### src/design/bnv_pkg.sv
// Shared types and fixed-point constants for the BGR to NV12 converter.
// No dependencies; imported by every module of the block.
package bnv_pkg;

   // Configuration register indexes
   localparam logic REG_FRAME_WIDTH  = 1'b0;
   localparam logic REG_FRAME_HEIGHT = 1'b1;

   // Reset geometry
   localparam logic [12:0] RESET_WIDTH  = 13'd640;
   localparam logic [12:0] RESET_HEIGHT = 13'd480;
   localparam logic [13:0] HEIGHT_LIMIT = 14'd4096;

   // Q16 coefficients
   localparam logic [15:0] KY_R = 16'd16843;
   localparam logic [15:0] KY_G = 16'd33030;
   localparam logic [15:0] KY_B = 16'd6423;
   localparam logic [15:0] KU_R = 16'd9699;
   localparam logic [15:0] KU_G = 16'd19071;
   localparam logic [15:0] KU_B = 16'd28770;
   localparam logic [15:0] KV_R = 16'd28770;
   localparam logic [15:0] KV_G = 16'd24117;
   localparam logic [15:0] KV_B = 16'd4653;

   // 127.5 in Q18
   localparam logic signed [27:0] CHROMA_BIAS = 28'sd33423360;

   typedef struct packed {
      logic [7:0] red;
      logic [7:0] green;
      logic [7:0] blue;
   } pixel_type;

   // Horizontal pair sums; blue sits in the low bits
   typedef struct packed {
      logic [8:0] red;
      logic [8:0] green;
      logic [8:0] blue;
   } pair_type;

   typedef struct packed {
      logic chroma;     // odd row, odd column: block complete
      logic frame_end;  // last pixel of the frame
   } ctrl_type;

endpackage

### src/design/bnv_math.sv
// Colour arithmetic: product stage, then sum, floor and clamp into the
// result register. Uses bnv_pkg.
module bnv_math (
   input  logic                clock,
   input  logic                reset,
   input  logic                s1_valid,
   input  bnv_pkg::pixel_type  s1_pixel,
   input  bnv_pkg::pair_type   s1_pair,
   input  bnv_pkg::ctrl_type   s1_ctrl,
   input  bnv_pkg::pair_type   st_rd_data,
   output logic                up_ready,
   output logic                rsp_valid,
   input  logic                rsp_ready,
   output logic [7:0]          rsp_luma,
   output logic                rsp_chroma_valid,
   output logic [7:0]          rsp_chroma_u,
   output logic [7:0]          rsp_chroma_v,
   output logic                rsp_frame_end
);
   import bnv_pkg::*;

   function automatic logic [7:0] chroma_byte(input logic signed [27:0] acc);
      logic [9:0] t;
      t = acc[27:18];
      if (acc < 0) return 8'd0;
      if (t > 10'd255) return 8'd255;
      return t[7:0];
   endfunction

   // stage 2: products
   logic       s2_valid_ff, s2_valid_in;
   ctrl_type   s2_ctrl_ff;
   logic [23:0] py_r_ff, py_g_ff, py_b_ff;
   logic [25:0] pu_r_ff, pu_g_ff, pu_b_ff;
   logic [25:0] pv_r_ff, pv_g_ff, pv_b_ff;

   // stage 3: result register
   logic       rsp_valid_ff, rsp_valid_in;
   logic [7:0] luma_ff, cu_ff, cv_ff;
   logic       cvalid_ff, fend_ff;

   logic       out_free;
   logic       s2_free;
   logic [9:0] tb, tg, tr;
   logic [24:0] ysum;
   logic [8:0]  yfl;
   logic [7:0]  luma_in;
   logic signed [27:0] u_acc, v_acc;

   assign out_free = !rsp_valid_ff || rsp_ready;
   assign s2_free  = !s2_valid_ff || out_free;
   assign up_ready = s2_free;

   // four-pixel channel sums
   assign tb = {1'b0, s1_pair.blue}  + {1'b0, st_rd_data.blue};
   assign tg = {1'b0, s1_pair.green} + {1'b0, st_rd_data.green};
   assign tr = {1'b0, s1_pair.red}   + {1'b0, st_rd_data.red};

   always_comb begin
      s2_valid_in  = s2_free ? s1_valid : s2_valid_ff;
      rsp_valid_in = out_free ? s2_valid_ff : rsp_valid_ff;
   end

   always_ff @(posedge clock) begin
      if (reset) begin
         s2_valid_ff  <= 1'b0;
         rsp_valid_ff <= 1'b0;
      end else begin
         s2_valid_ff  <= s2_valid_in;
         rsp_valid_ff <= rsp_valid_in;
      end
   end

   always_ff @(posedge clock) begin
      if (s2_free && s1_valid) begin
         s2_ctrl_ff <= s1_ctrl;
         py_r_ff <= 24'(KY_R) * 24'(s1_pixel.red);
         py_g_ff <= 24'(KY_G) * 24'(s1_pixel.green);
         py_b_ff <= 24'(KY_B) * 24'(s1_pixel.blue);
         pu_r_ff <= 26'(KU_R) * 26'(tr);
         pu_g_ff <= 26'(KU_G) * 26'(tg);
         pu_b_ff <= 26'(KU_B) * 26'(tb);
         pv_r_ff <= 26'(KV_R) * 26'(tr);
         pv_g_ff <= 26'(KV_G) * 26'(tg);
         pv_b_ff <= 26'(KV_B) * 26'(tb);
      end
   end

   assign ysum = {1'b0, py_r_ff} + {1'b0, py_g_ff} + {1'b0, py_b_ff};
   assign yfl  = ysum[24:16];
   assign luma_in = (yfl > 9'd255) ? 8'd255 : yfl[7:0];

   assign u_acc = $signed({2'b00, pu_b_ff}) - $signed({2'b00, pu_r_ff})
                - $signed({2'b00, pu_g_ff}) + CHROMA_BIAS;
   assign v_acc = $signed({2'b00, pv_r_ff}) - $signed({2'b00, pv_g_ff})
                - $signed({2'b00, pv_b_ff}) + CHROMA_BIAS;

   always_ff @(posedge clock) begin
      if (out_free && s2_valid_ff) begin
         luma_ff   <= luma_in;
         cvalid_ff <= s2_ctrl_ff.chroma;
         cu_ff     <= s2_ctrl_ff.chroma ? chroma_byte(u_acc) : 8'd0;
         cv_ff     <= s2_ctrl_ff.chroma ? chroma_byte(v_acc) : 8'd0;
         fend_ff   <= s2_ctrl_ff.frame_end;
      end
   end

   assign rsp_valid        = rsp_valid_ff;
   assign rsp_luma         = luma_ff;
   assign rsp_chroma_valid = cvalid_ff;
   assign rsp_chroma_u     = cu_ff;
   assign rsp_chroma_v     = cv_ff;
   assign rsp_frame_end    = fend_ff;

endmodule

### config.mk
export PLATFORM = sky130hd
export DESIGN_NAME = bnv_math
export DESIGN_NICKNAME = d
export VERILOG_FILES = /design/src/design/bnv_pkg.sv /design/src/design/bnv_math.sv
export SDC_FILE = /design/constraint.sdc
export NUM_CORES = 2
export LEC_CHECK = 0
export ABC_AREA = 1
export BUFFER_PORTS_ARGS = -buffer_cell sky130_fd_sc_hd__buf_4
export CAP_MARGIN = 30
export CORE_MARGIN = 1.5
export CORE_UTILIZATION = 60
export CTS_CLUSTER_DIAMETER = 30
export CTS_CLUSTER_SIZE = 24
export DETAILED_ROUTE_END_ITERATION = 10
export PLACE_DENSITY = 0.75
export SLEW_MARGIN = 5
export SYNTH_ARGS = -nofsm -noshare
export SYNTH_HDL_FRONTEND = slang
export SYNTH_SLANG_ARGS = --single-unit
### constraint.sdc
create_clock -name clock -period 7.45 [get_ports clock]
set_input_delay 0.745 -clock clock [delete_from_list [all_inputs] [get_ports clock]]
set_output_delay 0.745 -clock clock [all_outputs]
set_load 0.02 [all_outputs]
Word level (Yosys, flattened, before mapping)
Cells that the tools add are included.

operators by class
  add/sub/neg operators = 11
  reduce and logical (&&, ||, !) cells = 6
  magnitude comparators = 5
  mux-type cells = 18
  $mul = 9

operator list
  operator                  count
  $mul A14 B10 Y24 const A  3
  $mux W8                   8
  $add A27 B26 Y28 const B  2
  $lt A28 B1 Y1 const B     2
  $mul A15 B10 Y25 const A  2
  $mul A15 B8 Y23 const A   2
  $add A9 B9 Y10            3
  $sub A26 B24 Y27          1
  $sub A26 B26 Y27          1
  $sub A25 B24 Y26          1
  $sub A25 B25 Y26          1
  $add A23 B24 Y25          1
  $add A25 B21 Y25          1
  $mul A13 B10 Y23 const A  1
  $mul A13 B8 Y21 const A   1
  $gt A10 B8 Y1 const B     2
  $mux W1                   10
  $gt A9 B8 Y1 const B      1
  $logic_and A1 B1 Y1       2
  $logic_not A1 Y1          2
  $logic_or A1 B1 Y1        2

storage, ports and cells
  flip-flop bits (word level) = 242
  bits of input ports = 84
  output and inout bits = 28
  logic and storage cells = 67

Depth between registers and ports, before layout
  depth after elaboration = 10
  gate-level depth with buffers = 29
  mapped depth without buffers = 29

Worst setup path before layout
Ideal clock, no wire load.

  kind = input port to flip-flop
  start point = in s1_pair[9] in the netlist's numbering
  end point = reg pu_g_ff[20] (data pin)
  data arrival time = 6.332 ns
  required time = 7.191 ns
  library setup time = 0.259 ns
  path buffers = 0
  stages = 25
  slack = 0.859 ns
  cells stage by stage = ha_1 inv_1 fa_1 o21ai_0 nand2_1 o311ai_0 xor2_1 inv_1 fa_1 xor2_1 ha_1 nor2_1 fa_1 inv_1 fa_1 inv_1 fa_1 inv_1 ha_1 nand2_1 nor2_1 nand2_1 o21ai_0 a21oi_1 xnor2_1

between the ends
  word-level cells in the longest chain between the ends = 2

RTL lines
  what                    line            source
  start: declaration      bnv_math.sv:8   input bnv_pkg::pair_type s1_pair,
  $add A9 B9 Y10          bnv_math.sv:56  assign tg = {1'b0, s1_pair.green} + {1'b0, st_rd_data.green};
  $mul A15 B10 Y25        bnv_math.sv:81  pu_g_ff <= 26'(KU_G) * 26'(tg);
  end signal: assignment  bnv_math.sv:81
  end: declaration        bnv_math.sv:34  logic [25:0] pu_r_ff, pu_g_ff, pu_b_ff;

No other way between the ends.
A chain may end at the register's enable or synchronous reset.

Worst setup path after layout
Same ends and word-level chain as after synthesis.

==> metrics.md <==
| Metric | Value |
|---|---|
| Setup Fix Bufs, Post-CTS | 0 |
| Final nets | 5521 |
| Yosys reg bits | 238 |
| Initial Utilization | 0.606 |
| Die ar. | 60800 sq um |
| Largest net degree at the start of global routing | 80 |
| Hold_buf cts | 0 |
| Initial antenna violation count | 1 |
| Ranking of synthesized cells by area | ha_1 (27%), edfxtp_1 (20%), fa_1 (13%) |
| Routed wl met2 | 45500 um |
| Vias per cell | 5.51 |
| Post-synth top cells | inv_1 (865), ha_1 (762), nand2_1 (679) |
| Ys Warns | 0 |
| RSZ-0062 raised after global routing | false |
| Worst min path class | in2reg |
| CP Capture Type | flop |
| First-pass DRT Iterations | 7 |
| Layout cells sized above 1 | 0.0634 |
| DR top layer | met4 |
| Peak per-stage delay on the critical path | 700 ps |
| Antenna viol nets, final | 0 |
| HPWL Detailed | 77500 um |
| Detailed Route WL | 90300 um |
| Synth Net Count | 5335 |
| Clk_lat worst skew | 610 ps |
| R2R depth | 22 |
| Clk_skew | 26.0 ps |
| RePlAce Congestion | 0.967 |
| # rows | 89 |
| Min cycle time layout | 6320 ps |
| CTS tree | yes |
| Io pins | 112 |
| Seq/Total Area, Yosys | 0.200 |
| Metal-1 WL | 37200 um |
| 1st-iter DRT viols | 1638 |
| Sum Neg Setup Slack | 0 ps |
| CTS buffer count | 61 |
| Number of synthesized flops with an enable pin | 236 |
| Relative slew slack | 0.368 |
| Global-route wire length before repair | 147000 um |
| Mapped Cells | 4261 |
| WS Path Type | in2reg |
| Final worst path period share | 0.849 |
| WHS Path Cells | 2 |
| Crit start category | primary input |
| Syn avg cell area | 8.36 sq um |
| GRT Residual Overflow | 0 |
| Vias in the first global route | 29.5k |
| Critical Path RT | 7800 ps |
| Hold Violations, Final | 0 |
| Fmax | 158 MHz |
| Chip height | 247 um |
| Yosys cell types | 52 |
| Outcome | completed |
| All-layer global routing usage | 0.305 |
| Post-route DRC | 0 |
| Leading area contributor after synthesis | ha_1 |
| H-tree depth | 2 |
| Main synth FF type | edfxtp_1 |
| Clock sink count | 238 |
| Final slew viol count | 0 |
| Critical Path Slowest Stage Cell | fa_1 |
| Max-cap violation count | 0 |
| Area Growth Syn to Fin | 11.1% |
| Via count | 29.0k |
| Met3 wire length | 3690 um |
| Area of the core | 58800 sq um |
| Clock Pin Slew Worst Setup and Hold Paths | 40 ps |
| Post-synth top area share | 0.268 |
| WL/cell | 17.1 um |
| Flop-to-flop setup slack | 3060 ps |
| Clock root buffer | clkbuf_16 |
| Syn Std Cell Area | 35600 sq um |
| Cell with the most instances after synthesis | inv_1 |
| Post-synth ARST share | 0 |
| Worst Tran Pin Value | 948 ps |
| PostCTS Resize Cnt | 0 |
| Critical Path AT | 6670 ps |
| Worst-path fanout max | 8 |
| IO Port Bufs | 111 |
| Die Wd | 247 um |
| Setup violators final | 0 |
| Clock buffer depth | 3 |
cell usage in the layout, fill, tap and decap left out, types with 7 or more instances in the layout:
master / n
nor2_1: 267
a31oi_1: 17
o21bai_1: 33
edfxtp_1: 236
buf_4: 124
o21ai_1: 18
ha_1: 762
o211ai_1: 12
fa_1: 228
clkbuf_16: 62
nand4_1: 65
nand3b_1: 7
nand2_2: 9
o31ai_1: 8
a21o_1: 33
nand2_1: 679
nor3_1: 52
clkinvlp_4: 14
clkinv_4: 7
xor2_1: 161
nand3_1: 168
clkbuf_1: 7
o21ai_2: 9
nor4_1: 18
o21ai_0: 148
clkinv_2: 11
a21oi_1: 325
inv_1: 864
xnor2_1: 70
nor2_2: 10
layer usage:
metal,vias to the layer above,GRT usage
met5,-,0
met4,0,0.131
met3,191,0.0306
met2,703,0.553
met1,13600,0.365
li1,14600,-
final cells by class:
| type | instances | area (sq um) |
|---|---|---|
| flip-flops and latches | 238 | 7130 |
| clock inverters | 45 | 424 |
| well taps | 773 | 967 |
| diodes | 1 | 2.50 |
| inverters | 867 | 3260 |
| clock buffers | 69 | 1580 |
| fillers | 4991 | 19200 |
| multi-input cells | 3153 | 25200 |
| repair buffers | 126 | 978 |
worst max-delay path: cells and delay by family:
kind	cells	cell delay, ps
XOR/XNOR	2	260
buffers and inverters	7	630
AND/OR/NAND/NOR	5	540
AO/OA/AOI/OAI	4	920
adder cells (fa/ha/maj)	8	3570
path summary, 6_finish.rpt:
kind	start	endpoint
worst max-delay path	s1_pair[9]	pu_g_ff[20]$_DFFE_PP_
worst min-delay path	reset	s2_valid_ff$_SDFFE_PP0N_
worst max register to register	pv_r_ff[1]$_DFFE_PP_	rsp_chroma_v[1]$_SDFFCE_PP0P_
worst min register to register	s2_ctrl_ff[0]$_DFFE_PP_	rsp_frame_end$_DFFE_PP_
kinds of logic (layout without fill, tap and decap cells):
kind of cell,count (synthesis),count (layout),synth area share
adders and majority gates,990,990,0.396
AOI/OAI and AO/OA,635,635,0.100
and+or+nand+nor,1297,1297,0.155
xor gates and xnor gates,231,231,0.0568
DFF,238,238,0.200
buffers and inverters,870,1107,0.0918
other,0,1,0
state kept, by name, indices dropped and copies added, names as in the netlist, 22 cells and up:
register / count
pv_r_ff: 24
pu_b_ff: 22
py_r_ff: 23
py_g_ff: 23
pv_g_ff: 25
pv_b_ff: 23
pu_r_ff: 23
pu_g_ff: 24
per-stage QoR:
| step | std cells | worst slack (ps) | util | area, sq um | hold slack [ps] |
|---|---|---|---|---|---|
| floorplan | 4261 | 859 | - | 35600 | 400 |
| global placement | 5155 | 561 | 0.638 | 37500 | 401 |
| detailed placement | 5155 | 540 | 0.638 | 37500 | 421 |
| CTS | 5269 | 1190 | 0.672 | 39500 | 267 |
| global route | 5271 | 662 | 0.673 | 39600 | 286 |
| finish | 5272 | 1130 | 0.673 | 39600 | 296 |
Power is not shown: default switching activity piles up to over one toggle a cycle in this logic, so the estimate is an artifact.
